==> src/hdl/ihc_pkg.sv <==
`timescale 1ns / 1ps
// ----------------------------------------------------------------------------
// ihc_pkg
// Types and constants shared by the IPv4 header check and classify block.
// ----------------------------------------------------------------------------
package ihc_pkg;

    localparam int HEADER_BYTES = 20;
    localparam int HEADER_WORDS = HEADER_BYTES / 2;
    localparam int COUNT_W      = 4;

    localparam logic [COUNT_W-1:0] IDX_LENGTH   = 4'd1;
    localparam logic [COUNT_W-1:0] IDX_FLAGS    = 4'd3;
    localparam logic [COUNT_W-1:0] IDX_PROTOCOL = 4'd4;
    localparam logic [COUNT_W-1:0] LAST_COUNT   = COUNT_W'(HEADER_WORDS);

    localparam int MF_BIT = 13;

    localparam logic [7:0] PROTO_ICMP = 8'd1;
    localparam logic [7:0] PROTO_TCP  = 8'd6;
    localparam logic [7:0] PROTO_UDP  = 8'd17;

    localparam logic [2:0] V_BAD_SUM  = 3'd0;
    localparam logic [2:0] V_FRAGMENT = 3'd1;
    localparam logic [2:0] V_ICMP     = 3'd2;
    localparam logic [2:0] V_UDP      = 3'd3;
    localparam logic [2:0] V_TCP      = 3'd4;
    localparam logic [2:0] V_OTHER    = 3'd5;

    localparam logic [15:0] SUM_GOOD = 16'hFFFF;

    typedef struct packed {
        logic [15:0] header_word;
        logic        start_of_header;
    } hdr_word_t;

    typedef struct packed {
        logic [2:0]  verdict;
        logic [7:0]  protocol_number;
        logic [15:0] total_length;
    } res_word_t;

    typedef struct packed {
        logic        done;
        logic [15:0] sum;
        logic        more_fragments;
        logic [7:0]  protocol;
        logic [15:0] length;
    } hdr_status_t;

endpackage

==> src/hdl/ihc_accum.sv <==
`timescale 1ns / 1ps
// ----------------------------------------------------------------------------
// ihc_accum
// Ones'-complement running sum and header field capture, one word per cycle while take is high.
// ----------------------------------------------------------------------------
module ihc_accum (
    input  logic                clk,
    input  logic                rst_n,
    input  logic                take,
    input  ihc_pkg::hdr_word_t  word,
    output ihc_pkg::hdr_status_t status
);

    logic [15:0]               sum_reg, sum_next, sum_base;
    logic [ihc_pkg::COUNT_W-1:0] count_reg, count_next, count_base;
    logic                      mf_reg, mf_next;
    logic [7:0]                proto_reg, proto_next;
    logic [15:0]               len_reg, len_next;
    logic                      in_header_reg, in_header_next;
    logic                      start;
    logic                      active;
    logic                      done;
    logic [16:0]               raw_sum;

    assign start  = word.start_of_header;
    assign active = take && (start || in_header_reg);

    always_comb
    begin
        sum_base   = start ? 16'd0 : sum_reg;
        count_base = start ? '0 : count_reg;
        mf_next    = start ? 1'b0 : mf_reg;
        proto_next = start ? 8'd0 : proto_reg;
        len_next   = start ? 16'd0 : len_reg;

        // end-around carry
        raw_sum  = {1'b0, sum_base} + {1'b0, word.header_word};
        sum_next = raw_sum[15:0] + {15'd0, raw_sum[16]};

        case (count_base)
            ihc_pkg::IDX_LENGTH:   len_next   = word.header_word;
            ihc_pkg::IDX_FLAGS:    mf_next    = word.header_word[ihc_pkg::MF_BIT];
            ihc_pkg::IDX_PROTOCOL: proto_next = word.header_word[7:0];
            default:               ;
        endcase

        count_next     = count_base + 1'b1;
        done           = active && (count_next >= ihc_pkg::LAST_COUNT);
        in_header_next = !done;
    end

    always_ff @(posedge clk or negedge rst_n)
    begin
        if (!rst_n)
        begin
            sum_reg       <= '0;
            count_reg     <= '0;
            mf_reg        <= 1'b0;
            proto_reg     <= '0;
            len_reg       <= '0;
            in_header_reg <= 1'b0;
        end
        else if (active)
        begin
            sum_reg       <= sum_next;
            count_reg     <= count_next;
            mf_reg        <= mf_next;
            proto_reg     <= proto_next;
            len_reg       <= len_next;
            in_header_reg <= in_header_next;
        end
    end

    assign status.done           = done;
    assign status.sum            = sum_next;
    assign status.more_fragments = mf_next;
    assign status.protocol       = proto_next;
    assign status.length         = len_next;

endmodule

==> src/hdl/ihc_classify.sv <==
`timescale 1ns / 1ps
// ----------------------------------------------------------------------------
// ihc_classify
// Verdict decode on the last header word and the result output register.
// ----------------------------------------------------------------------------
module ihc_classify (
    input  logic                 clk,
    input  logic                 rst_n,
    input  ihc_pkg::hdr_status_t status,
    output logic                 ready,
    output logic                 res_valid,
    input  logic                 res_stall,
    output ihc_pkg::res_word_t   res_word
);

    logic               valid_reg, valid_next;
    ihc_pkg::res_word_t word_reg, word_next;

    always_comb
    begin
        word_next.protocol_number = status.protocol;
        word_next.total_length    = status.length;
        if (status.sum != ihc_pkg::SUM_GOOD)
            word_next.verdict = ihc_pkg::V_BAD_SUM;
        else if (status.more_fragments)
            word_next.verdict = ihc_pkg::V_FRAGMENT;
        else
        begin
            case (status.protocol)
                ihc_pkg::PROTO_ICMP: word_next.verdict = ihc_pkg::V_ICMP;
                ihc_pkg::PROTO_UDP:  word_next.verdict = ihc_pkg::V_UDP;
                ihc_pkg::PROTO_TCP:  word_next.verdict = ihc_pkg::V_TCP;
                default:             word_next.verdict = ihc_pkg::V_OTHER;
            endcase
        end
    end

    assign ready = !valid_reg || !res_stall;

    always_comb
    begin
        valid_next = valid_reg;
        if (status.done)
            valid_next = 1'b1;
        else if (!res_stall)
            valid_next = 1'b0;
    end

    always_ff @(posedge clk or negedge rst_n)
    begin
        if (!rst_n)
            valid_reg <= 1'b0;
        else
            valid_reg <= valid_next;
    end

    always_ff @(posedge clk)
    begin
        if (status.done)
            word_reg <= word_next;
    end

    assign res_valid = valid_reg;
    assign res_word  = word_reg;

    // a new result never overwrites one still held
    a_no_overwrite: assert property (@(posedge clk) disable iff (!rst_n)
        status.done |-> ready)
        else $error("result overwritten while stalled");

    a_load_shows: assert property (@(posedge clk) disable iff (!rst_n)
        status.done |=> res_valid)
        else $error("loaded result not presented");

    a_held_result: assert property (@(posedge clk) disable iff (!rst_n)
        (res_valid && res_stall) |=> res_valid)
        else $error("stalled result dropped");

endmodule

==> src/hdl/ipv4_header_check_classify.sv <==
`timescale 1ns / 1ps
// ----------------------------------------------------------------------------
// ipv4_header_check_classify
// Verifies the IPv4 header checksum and classifies the datagram.
// ----------------------------------------------------------------------------
// usage
//   hdr channel: one 16-bit header word per accepted transfer, first byte in
//   the upper half; start_of_header marks word zero of a new header. words
//   outside a header are dropped, a new start abandons an open header
//   res channel: one result word per complete 20-byte header carrying the
//   verdict, protocol byte and total length
// timing
//   one header word per cycle sustained while hdr_stall is low; the checksum adder and the verdict
//   decode sit between the header state registers and the result register;
//   the result is registered and appears in the cycle after the tenth header word is accepted
// reset
//   header state and the result valid are cleared, block starts idle
// stall
//   a result held under res_stall stays on the port; hdr_stall is raised
//   only while a held result is stalled, so words keep flowing otherwise
// ----------------------------------------------------------------------------
module ipv4_header_check_classify (
    input  logic               clk,
    input  logic               rst_n,
    input  logic               hdr_valid,
    output logic               hdr_stall,
    input  ihc_pkg::hdr_word_t hdr_word,
    output logic               res_valid,
    input  logic               res_stall,
    output ihc_pkg::res_word_t res_word
);

    ihc_pkg::hdr_status_t status;
    logic                 ready;
    logic                 take;

    assign hdr_stall = !ready;
    assign take      = hdr_valid && ready;

    ihc_accum u_accum (
        .clk    (clk),
        .rst_n  (rst_n),
        .take   (take),
        .word   (hdr_word),
        .status (status)
    );

    ihc_classify u_classify (
        .clk       (clk),
        .rst_n     (rst_n),
        .status    (status),
        .ready     (ready),
        .res_valid (res_valid),
        .res_stall (res_stall),
        .res_word  (res_word)
    );

endmodule
==> config.mk <==
export PLATFORM = sky130hd
export DESIGN_NAME = ipv4_header_check_classify
export DESIGN_NICKNAME = d
export VERILOG_FILES = /design/src/hdl/ihc_pkg.sv /design/src/hdl/ihc_accum.sv /design/src/hdl/ihc_classify.sv /design/src/hdl/ipv4_header_check_classify.sv
export SDC_FILE = /design/constraint.sdc
export NUM_CORES = 1
export LEC_CHECK = 0
export ABC_AREA = 1
export BUFFER_PORTS_ARGS = -buffer_cell sky130_fd_sc_hd__buf_2
export CAP_MARGIN = 25
export CORE_UTILIZATION = 40
export CTS_CLUSTER_DIAMETER = 50
export DETAILED_ROUTE_END_ITERATION = 12
export GPL_ROUTABILITY_DRIVEN = 0
export SYNTH_ARGS = -nofsm -noshare
export SYNTH_HDL_FRONTEND = slang
export SYNTH_SLANG_ARGS = --single-unit
==> constraint.sdc <==
create_clock -name clk -period 3.9 [get_ports clk]
set_input_delay 0.78 -clock clk [delete_from_list [all_inputs] [get_ports clk]]
set_output_delay 0.78 -clock clk [all_outputs]
set_load 0.05 [all_outputs]
==> Yosys cells after proc, flatten, opt, wreduce, memory -nomap -nowiden <==
Index checks and enable logic that the tools add are counted.
{ "totals": {"reg_bits": 74, "latch_bits": 0, "mem_bits_rw": 0, "rom_bits": 0, "inputBits": 21, "out_inout_bits": 29, "mem_count": 0} }
{ "classes": {"n_addsub": 3, "n_mul": 0, "n_div": 0, "n_lt_le_gt_ge": 1, "eq_ne": 8, "shifts": 0, "n_mux": 12, "bitwise_logic": 0, "n_reduce_logical": 10} }
{ "ops": {"columns": ["op", "count"], "rows": [
  ["2-to-1 mux 16 bit", 3],
  ["adder 16 x 16 -> 17 bit", 1],
  ["adder 16 x 1 -> 16 bit", 1],
  ["2-to-1 mux 8 bit", 2],
  ["!= test 16 bit (second input constant)", 1],
  ["one-hot mux 3 bit (3 select lines)", 1],
  ["== test 8 x 1 -> 1 bit (second input constant)", 1],
  ["== test 8 x 3 -> 1 bit (second input constant)", 1],
  ["== test 8 x 5 -> 1 bit (second input constant)", 1],
  ["2-to-1 mux 1 bit", 5],
  ["adder 4 x 1 -> 4 bit (second input constant)", 1],
  ["== test 4 x 1 -> 1 bit (second input constant)", 1],
  ["== test 4 x 2 -> 1 bit (second input constant)", 1],
  ["== test 4 x 3 -> 1 bit (second input constant)", 1],
  ["greater-or-equal comparator 4 bit (second input constant)", 1],
  ["zero test 1 bit", 4],
  ["2-to-1 mux 4 bit", 1],
  ["logical AND 1 bit", 3],
  ["logical OR 1 bit", 2],
  ["!= test 2 x 1 -> 1 bit (second input constant)", 1],
  ["OR reduction 2 bit", 1]
]} }

==> Depth between registers and ports, before layout <==
Gate-level depths: netlist (run 1).
{ "logic_depth": {"depth_word": 6, "ltp_mapped": 31, "ltp_nobuf": 30} }

==> By module <==
Synthesis (run 1) repeated with hierarchy kept, for this count alone.
{ "unflattened": {"cells_unflattened": 639, "area_unflattened_um2": 4668.2} }
{ "by_module_without_submodules": {"columns": ["module", "instances", "cells_each", "area_each_um2", "seq_area_each_um2"], "rows": [
  ["ihc_accum", 1, 562, 3618.5, 1151.1],
  ["ihc_classify", 1, 74, 1038.5, 835.8],
  ["ipv4_header_check_classify", 1, 3, 11.3, 0.0]
]} }

==> Least setup slack after synthesis (run 1) <==
OpenSTA, ideal clock, no wires.
{ "synth_path": {"kind": "input port to flip-flop", "startpoint": "input hdr_word[0] (netlist name)", "endpoint": "register u_classify.word_reg (netlist bit u_classify.res_word[25]) (data pin)", "setup_time_ns": 0.253, "arrival_ns": 4.131, "path_slack_ns": -0.484, "stages": 28, "path_buffers": 2, "path_cell_list": "clkinv_1 clkbuf_1 clkbuf_1 nand2_1 fa_1 inv_1 nand2_1 nand2_1 nand3_2 nand2_2 nand2_1 nand2_1 a21oi_1 o21bai_1 ha_1 ha_1 nand3_1 inv_1 nand3_1 nor2_1 nand3_2 nor2_4 and2_4 nand2_1 nand2_1 nor2_2 nand4_1 nor2_1"} }
{ "synth_via": {"elab_chain_len": 5, "elab_cells_between_ends": 16, "classes_between": "2 x add/sub; 6 x eq/ne; 7 x mux; 1 x reduce/logical"} }
{ "synth_lines": {"columns": ["element", "line_no", "rtl"], "rows": [
  ["from (decl)", "ipv4_header_check_classify.sv:27", "input ihc_pkg::hdr_word_t hdr_word,"],
  ["2-to-1 mux 16 bit or 2-to-1 mux 4 bit (tied branches)", "ihc_accum.sv:30, ihc_accum.sv:31", null],
  ["adder 16 x 16 -> 17 bit or == test 4 x 3 -> 1 bit (tied branches)", "ihc_accum.sv:37, ihc_accum.sv:40", null],
  ["adder 16 x 1 -> 16 bit or 2-to-1 mux 8 bit (tied branches)", "ihc_accum.sv:38, ihc_accum.sv:40", null],
  ["!= test 16 bit, or another cell as far along", "ihc_classify.sv:23", "if (status.sum != ihc_pkg::SUM_GOOD)"],
  ["OR reduction 2 bit (no line) or one-hot mux 3 bit (3 select lines) (tied branches)", null, null],
  ["to (signal assigned)", "ihc_classify.sv:60", "word_reg <= word_next;"],
  ["to (decl)", "ihc_classify.sv:17", "ihc_pkg::res_word_t word_reg, word_next;"]
]} }
Several ways; a longest one is shown, not always the timed one.
A chain may end at the register's enable or synchronous reset.

==> Worst setup path in the final report (run 1) <==
{ "layout_path": {"startpoint": "input hdr_word[0] (netlist name)", "endpoint": "register u_classify.word_reg (netlist bit u_classify.res_word[26]) (data pin)"} }
The elaborated chain is that of the path after synthesis.

==> qor.tcl, run 1 <==
set qor(crit_arrival_ns) 3.86
set qor(worst_hold_path.num_cells) 2
set qor(drt.antenna.violating_nets) 0
set qor(detail_route.first_pass.iterations) 7
set qor(chipWidth_um) 114
set qor(synth-seq-area-share_pct) 39.9
set qor(grt_antenna_before_repair) 0
set qor(power_report.internal_total_mw) 2.11
set qor(grt_start_max_net_pins) 50
set qor(swShare_pct) 37.3
set qor(start_util_pct) 41.2
set qor(irDropWorstVdd_uv) 235
set qor(numCtsBuffers) 9
set qor(outcome) {finished, final reports clean}
set qor(tritoncts_clock_tree) {done}
set qor(max_clock_freq_mhz) 272
set qor(rows) 40
set qor(maxSlewHeadroom_pct) 44.7
set qor(worst_margin_slew_ns) 0.828
set qor(design.final.nets) 823
set qor(timing.final.setup_violations) 0
set qor(clkTransAtPathRegs_ns) 0.06
set qor(count_of_mapped_cells_out_of_synthesis) 682
set qor(cts-root-buf) {sky130_fd_sc_hd__clkbuf_16}
set qor(mostFrequentLayoutCell) {sky130_fd_sc_hd__nand2_1}
set qor(grt_pass1_vias) 4536
set qor(postSynthAreaPerCell_um2) 7.29
set qor(layout.cells.most_common_list) {sky130_fd_sc_hd__nand2_1, sky130_fd_sc_hd__inv_1, sky130_fd_sc_hd__nand3_1, sky130_fd_sc_hd__buf_4, sky130_fd_sc_hd__buf_2}
set qor(grt_use_total_pct) 21.4
set qor(design_area_mm2) 0.00628
set qor(finalPower_mw) 3.36
set qor(rsz0062_at_grt) {true}
set qor(htree_levels) 3
set qor(pwr-share-seq_pct) 29.1
set qor(hold_path_class) {flop to flop}
set qor(timing.critical_path.required_ns) 4.09
set qor(synth-warning-count) 0
set qor(detail_route.iter0.violations) 343
set qor(critical_path.slowest_cell) {sky130_fd_sc_hd__fa_2}
set qor(synthesis.area_mm2) 0.00497
set qor(vias_per_cell) 4.96
set qor(floorplan.core_area_mm2) 0.0121
set qor(cp-end-kind) {flop}
set qor(vias) 4719
set qor(ff2ff_setup_slack_ns) 0.42
set qor(synth.mux.area_fraction_pct) 0
set qor(die_area_mm2) 0.0129
set qor(hold-path-endpoint) {u_accum.sum_reg[1]$_DFFE_PN0P_}
set qor(drt_wl_total_mm) 13.0
set qor(net_switching_mw) 1.25
set qor(critical_path.max_fanout) 5
set qor(post_drt_wl_per_cell_um) 13.7
set qor(worst-setup-path-type) {primary input to flop}
set qor(pwr-share-clk_pct) 28.2
set qor(cts_sinks) 74
set qor(synth_top_family_by_area) {simple AND/OR/NAND/NOR gates}
set qor(reg2regPathDepth) 30
set qor(grt_first_pass_wirelength_mm) 21.5
set qor(placement.io_buffers) 49
set qor(clock_skew_ns) 0.00716
set qor(share_comb_of_total_power_pct) 42.6
set qor(regToRegEndpoint) {u_classify.res_word[26]$_SDFFCE_PP0P_}
set qor(power.density_cell_area_mw_per_mm2) 535
set qor(static-leakage-power_nw) 3.09
set qor(num_antenna_cells) 0
set qor(delay_of_the_slowest_cell_on_the_worst_path_ns) 0.35
set qor(slew_violations) 0
set qor(worst_hold_launch) {u_accum.sum_reg[1]$_DFFE_PN0P_}
set qor(die_h_um) 114
set qor(dpl.hpwl_mm) 10.1
set qor(whs_ns) 0.473
set qor(syn-num-nets) 726
set qor(fin_crit_ns) 3.67
set qor(hold_viol) 0
set qor(clk-insertion-delay-late_ns) 0.33
set qor(max_ffs_per_register) 27
set qor(cts_max_path_buffers) 2
set qor(finalCritPeriodShare_pct) 94.1
set qor(cap_violations) 0
set qor(final_layout_size_suffix_gt1_share_pct) 28.1
set qor(dpl-instance-area_mm2) 0.00582
set qor(postSynthRegisterBits) 74
set qor(post_synth_fa_ha_maj_area_fraction_pct) 5.94
set qor(post_cts_hold_buffer_count) 0
set qor(grt_overflow_total) 0
set qor(post_synth_simple_gate_area_pct) 37.5
set qor(synth_compound_area_share_pct) 7.62
set qor(io_pins) 50
set qor(area.growth.synth_to_final_pct) 26.2
set qor(drcViolationCount) 0
set qor(xor_xnor_share_of_the_synthesized_area_pct) 0.176
set qor(crit_path_start_kind) {primary input}
set qor(path_common_cell) {sky130_fd_sc_hd__nand2_2}
set qor(netlist-cell-type-count) 35
set qor(launch_point_of_the_worst_reg_to_reg_path) {u_accum.sum_reg[0]$_DFFE_PN0P_}
==> power by group through the flow <==
stage | logic (mW) | registers, mW | clock network [mW]
after global placement | 1.34 | 0.987 | 0
after global routing | 1.60 | 0.991 | 0.998
final | 1.43 | 0.979 | 0.949
after detailed placement | 1.36 | 0.989 | 0
after CTS | 1.37 | 0.978 | 0.965
after floorplan | 0.906 | 0.984 | 0
==> critical path, delay by kind of cell <==
kind,cells,cell delay [ns]
buffers and inverters,5,0.36
AND/OR/NAND/NOR,19,1.60
AO/OA/AOI/OAI,2,0.20
adder cells (fa/ha/maj),4,0.89
==> final cells by class <==
cell class                      instances  area [um^2]
Multi-Input combinational cell        493         2690
Clock buffer                           10          239
Inverter                               97          364
Fill cell                            1149         5790
Sequential cell                        74         1990
Clock inverter                          6          104
Timing Repair Buffer                  104          686
Tap cell                              168          210
==> stage by stage <==
step           std cells  setup TNS, ns  setup slack (ns)  utilization [%]
4_1_cts              948              0             0.110             51.1
5_1_grt              952         -0.129           -0.0802             52.0
3_3_place_gp         932         -0.318            -0.112             48.2
6_report             952              0             0.230             52.0
3_5_place_dp         932         -0.719            -0.217             48.2
2_1_floorplan        682         -0.305            -0.105                -
==> worst max path at each step <==
stage	startpoint	endpoint	slack, ns	cells after the start
finish	hdr_word[0]	u_classify.res_word[26]$_SDFFCE_PP0P_	0.23	30
global route	hdr_word[0]	u_classify.res_word[26]$_SDFFCE_PP0P_	-0.08	27
CTS	hdr_word[0]	u_classify.res_word[26]$_SDFFCE_PP0P_	0.11	28
detailed placement	hdr_word[0]	u_classify.res_word[26]$_SDFFCE_PP0P_	-0.22	28
global placement	hdr_word[0]	u_classify.res_word[25]$_SDFFCE_PP0P_	-0.11	29
floorplan	hdr_word[0]	u_classify.res_word[25]$_SDFFCE_PP0P_	-0.10	29
==> timing repair <==
action                                  in CTS  in global routing
setup buffers                                0                  4
resized for setup                            0                 27
endpoints found under the setup margin       0                  6
==> layer usage <==
| metal | GRT usage, % | up-vias | routed length [um] |
|---|---|---|---|
| met1 | 29.2 | 2183 | 6190 |
| met4 | 7.89 | 0 | 278 |
| li1 | - | 2388 | - |
| met3 | 3.56 | 26 | 524 |
| met5 | 0 | - | 0 |
| met2 | 34.1 | 122 | 6040 |
==> cell families (layout without fill, tap and decap cells) <==
kind of cell | after synthesis | after routing
flip-flops | 74 | 74
AO/OA/AOI/OAI | 70 | 70
AND/OR/NAND/NOR | 399 | 399
adder cells (fa/ha/maj) | 23 | 23
XOR/XNOR | 1 | 1
buffers and inverters | 115 | 217
==> synthesized netlist by cell type <==
cell | n | area (um^2)
sky130_fd_sc_hd__o21bai_1 | 4 | 30.0
sky130_fd_sc_hd__dfrtp_1 | 47 | 1180
sky130_fd_sc_hd__and2_1 | 2 | 12.5
sky130_fd_sc_hd__nand3_4 | 1 | 17.5
sky130_fd_sc_hd__nand2_4 | 6 | 67.6
sky130_fd_sc_hd__buf_2 | 2 | 10.0
sky130_fd_sc_hd__o21ai_1 | 4 | 20.0
sky130_fd_sc_hd__nand3b_1 | 1 | 7.51
sky130_fd_sc_hd__nor3_2 | 2 | 20.0
sky130_fd_sc_hd__nand4_1 | 6 | 37.5
sky130_fd_sc_hd__and2_4 | 1 | 8.76
sky130_fd_sc_hd__clkbuf_1 | 15 | 56.3
sky130_fd_sc_hd__nor3_1 | 4 | 20.0
sky130_fd_sc_hd__ha_1 | 22 | 275
sky130_fd_sc_hd__edfxtp_1 | 27 | 811
sky130_fd_sc_hd__a21oi_1 | 9 | 45.0
sky130_fd_sc_hd__fa_1 | 1 | 20.0
sky130_fd_sc_hd__nor2_2 | 12 | 75.1
sky130_fd_sc_hd__o21ai_2 | 1 | 8.76
sky130_fd_sc_hd__nand3_2 | 7 | 70.1
sky130_fd_sc_hd__a31oi_1 | 9 | 56.3
sky130_fd_sc_hd__inv_2 | 12 | 45.0
sky130_fd_sc_hd__nand2_2 | 19 | 119
sky130_fd_sc_hd__nand3_1 | 81 | 405
sky130_fd_sc_hd__clkinv_1 | 2 | 7.51
sky130_fd_sc_hd__or2_2 | 1 | 6.26
sky130_fd_sc_hd__o21ai_0 | 42 | 210
sky130_fd_sc_hd__nor2_1 | 54 | 203
sky130_fd_sc_hd__buf_4 | 1 | 7.51
sky130_fd_sc_hd__nor2_4 | 4 | 45.0
sky130_fd_sc_hd__inv_1 | 83 | 312
sky130_fd_sc_hd__nand2_1 | 197 | 739
sky130_fd_sc_hd__nor4_2 | 1 | 12.5
sky130_fd_sc_hd__xnor2_1 | 1 | 8.76
sky130_fd_sc_hd__a21oi_2 | 1 | 8.76
Note: power is estimated with default switching activity, not from simulation.
==> run 2: changes to the inputs <==
- RECOVER_POWER: unset -> 50
==> qor.tcl, run 2 (synthesized netlist as in run 1, its figures left out) <==
set qor(chipWidth_um) 114 ;# unchanged
set qor(grt_overflow_total) 0 ;# unchanged
set qor(dpl-instance-area_mm2) 0.00582 ;# unchanged
set qor(io_pins) 50 ;# unchanged
set qor(crit_path_start_kind) {primary input}
set qor(cap_violations) 2 ;# +2
set qor(post_drt_wl_per_cell_um) 13.8 ;# +0.52%
set qor(grt_pass1_vias) 4536 ;# unchanged
set qor(rows) 40 ;# unchanged
set qor(cts_max_path_buffers) 2 ;# unchanged
set qor(dp_worst_setup_slack_ns) -0.217 ;# unchanged
set qor(final_layout_size_suffix_gt1_share_pct) 24.1 ;# -4.0 points
set qor(htree_levels) 3 ;# unchanged
set qor(power_report.internal_total_mw) 2.11 ;# about the same
set qor(worst_margin_slew_ns) 1.93 ;# +1.10 ns
set qor(finalCritPeriodShare_pct) 94.2 ;# +0.095 points
set qor(static-leakage-power_nw) 3.01 ;# -2.7%
set qor(detail_route.iter0.violations) 315 ;# -8.2%
set qor(design_area_mm2) 0.00623 ;# -0.70%
set qor(detail_route.first_pass.iterations) 5 ;# -2
set qor(timing.critical_path.required_ns) 4.09 ;# about the same
set qor(slew_violations) 77 ;# +77
set qor(layout.filler_cells) 1166 ;# +1.5%
set qor(share_comb_of_total_power_pct) 42.6 ;# about the same
set qor(hold_viol) 0 ;# unchanged
set qor(violated_checks) {max-capacitance violations, max-slew violations}
set qor(cts_sinks) 74 ;# unchanged
set qor(delay_of_the_slowest_cell_on_the_worst_path_ns) 0.35 ;# about the same
set qor(clock_skew_ns) 0.00644 ;# -0.000723 ns
set qor(rsz0062_at_grt) {true}
set qor(placement.io_buffers) 49 ;# unchanged
set qor(crit_arrival_ns) 3.87 ;# about the same
set qor(hold_path_class) {flop to flop}
set qor(finalCoreUtilization_pct) 51.7 ;# -0.36 points
set qor(critical_path.max_fanout) 5 ;# unchanged
set qor(numCtsBuffers) 9 ;# unchanged
set qor(vias) 4706 ;# -0.28%
set qor(net_switching_mw) 1.26 ;# +0.14%
set qor(drcViolationCount) 0 ;# unchanged
set qor(worst-setup-path-type) {primary input to flop}
set qor(path_common_cell) {sky130_fd_sc_hd__nand2_2}
set qor(grt_start_max_net_pins) 50 ;# unchanged
set qor(finalPower_mw) 3.36 ;# about the same
set qor(start_util_pct) 41.2 ;# unchanged
set qor(outcome) {finished with violations}
set qor(grt_first_pass_wirelength_mm) 21.5 ;# unchanged
set qor(die_area_mm2) 0.0129 ;# unchanged
set qor(seqCellArea_mm2) 0.00199 ;# unchanged
set qor(whs_ns) 0.472 ;# -0.000152 ns
set qor(vias_per_cell) 4.94 ;# -0.28%
set qor(power.density_cell_area_mw_per_mm2) 539 ;# +0.71%
set qor(num_antenna_cells) 0 ;# unchanged
set qor(clkTransAtPathRegs_ns) 0.06 ;# about the same
set qor(critical_path.slowest_cell) {sky130_fd_sc_hd__fa_2}
set qor(max_ffs_per_register) 27 ;# unchanged
set qor(multi_input_gate_area_mm2) 0.00269 ;# unchanged
set qor(area.growth.synth_to_final_pct) 25.3
set qor(finalWorstSetupSlack_ns) 0.226 ;# -0.00371 ns
set qor(pwr-share-seq_pct) 29.1 ;# about the same
set qor(dpl.hpwl_mm) 10.1 ;# unchanged
set qor(design.final.nets) 823 ;# unchanged
set qor(grt_antenna_before_repair) 0 ;# unchanged
set qor(swShare_pct) 37.3 ;# +0.052 points
set qor(pwr-share-clk_pct) 28.3 ;# about the same
set qor(maxSlewHeadroom_pct) -28.5 ;# -73 points
set qor(floorplan.core_area_mm2) 0.0121 ;# unchanged
set qor(ff2ff_setup_slack_ns) 0.42 ;# about the same
set qor(grt_use_total_pct) 21.4 ;# unchanged
set qor(drt.antenna.violating_nets) 0 ;# unchanged
set qor(tritoncts_clock_tree) {done}
set qor(max_clock_freq_mhz) 272 ;# -0.10%
set qor(fin_crit_ns) 3.67 ;# +0.00371 ns
set qor(layout.cells.most_common_list) {sky130_fd_sc_hd__nand2_1, sky130_fd_sc_hd__inv_1, sky130_fd_sc_hd__nand3_1, sky130_fd_sc_hd__buf_4}
set qor(irDropWorstVdd_uv) 235 ;# about the same
set qor(cp-end-kind) {flop}
set qor(mostFrequentLayoutCell) {sky130_fd_sc_hd__nand2_1}
set qor(timing.final.setup_violations) 0 ;# unchanged
set qor(clk-insertion-delay-late_ns) 0.33 ;# about the same
set qor(cts-root-buf) {sky130_fd_sc_hd__clkbuf_16}
set qor(die_h_um) 114 ;# unchanged
set qor(drt_wl_total_mm) 13.1 ;# +0.52%
-- run 2: cell count changes in the layout (fill, tap and decap cells not counted), sizes merged --
| cell | delta |
|---|---|
| buf | -31 |
| clkbuf | +31 |
-- run 2: final cells by class --
| cell class | count | area share, % |
|---|---|---|
| Clock buffer | 10 | 3.83 |
| Clock inverter | 6 | 1.67 |
| Inverter | 97 | 5.84 |
| Multi-Input combinational cell | 493 | 43.1 |
| Sequential cell | 74 | 31.9 |
| Tap cell | 168 | 3.37 |
| Timing Repair Buffer | 104 | 10.3 |
-- run 2: timing repair --
action                     4_1_cts  5_1_grt
resized for setup                0       27
buffers inserted                 0        4
setup endpoints to repair        0        6
hold buffers                     0        0
-- run 2: worst max-delay path, delay by kind of cell --
family / cells / cell delay (ns)
AOI/OAI and AO/OA: 2 / 0.20
adders and majority gates: 4 / 0.89
buffers and inverters: 5 / 0.36
and+or+nand+nor: 19 / 1.60
-- run 2: per-layer routing --
| layer | routed length, um | part of all wire, % | track usage, % |
|---|---|---|---|
| met5 | 0 | 0 | 0 |
| met4 | 287 | 2.2 | 7.89 |
| met3 | 441 | 3.4 | 3.56 |
| met2 | 6030 | 46 | 34.1 |
| met1 | 6340 | 48 | 29.2 |
-- run 2: power by group through the flow --
stage,combinational (mW),clock [mW],sequential [mW]
floorplan,0.906,0,0.984
global placement,1.34,0,0.987
detailed placement,1.36,0,0.989
CTS,1.37,0.965,0.978
global route,1.60,0.998,0.991
finish,1.43,0.949,0.979
-- run 2: per-stage QoR --
step | instances | setup TNS, ns
2_1_floorplan | 682 | -0.305
3_3_place_gp | 932 | -0.318
3_5_place_dp | 932 | -0.719
4_1_cts | 948 | 0
5_1_grt | 952 | -0.129
6_report | 952 | 0
-- run 2: path summary, 6_finish.rpt --
check	startpoint	end	cells after the start
worst max-delay path	hdr_word[0]	u_classify.res_word[26]$_SDFFCE_PP0P_	30
worst min-delay path	u_accum.sum_reg[1]$_DFFE_PN0P_	u_accum.sum_reg[1]$_DFFE_PN0P_	2
worst max register to register	u_accum.sum_reg[0]$_DFFE_PN0P_	u_classify.res_word[26]$_SDFFCE_PP0P_	30
worst min register to register	u_accum.sum_reg[1]$_DFFE_PN0P_	u_accum.sum_reg[1]$_DFFE_PN0P_	2
max in group asynchronous	rst_n	u_accum.len_reg[5]$_DFFE_PN0P_	2
min in group asynchronous	rst_n	u_accum.len_reg[14]$_DFFE_PN0P_	1
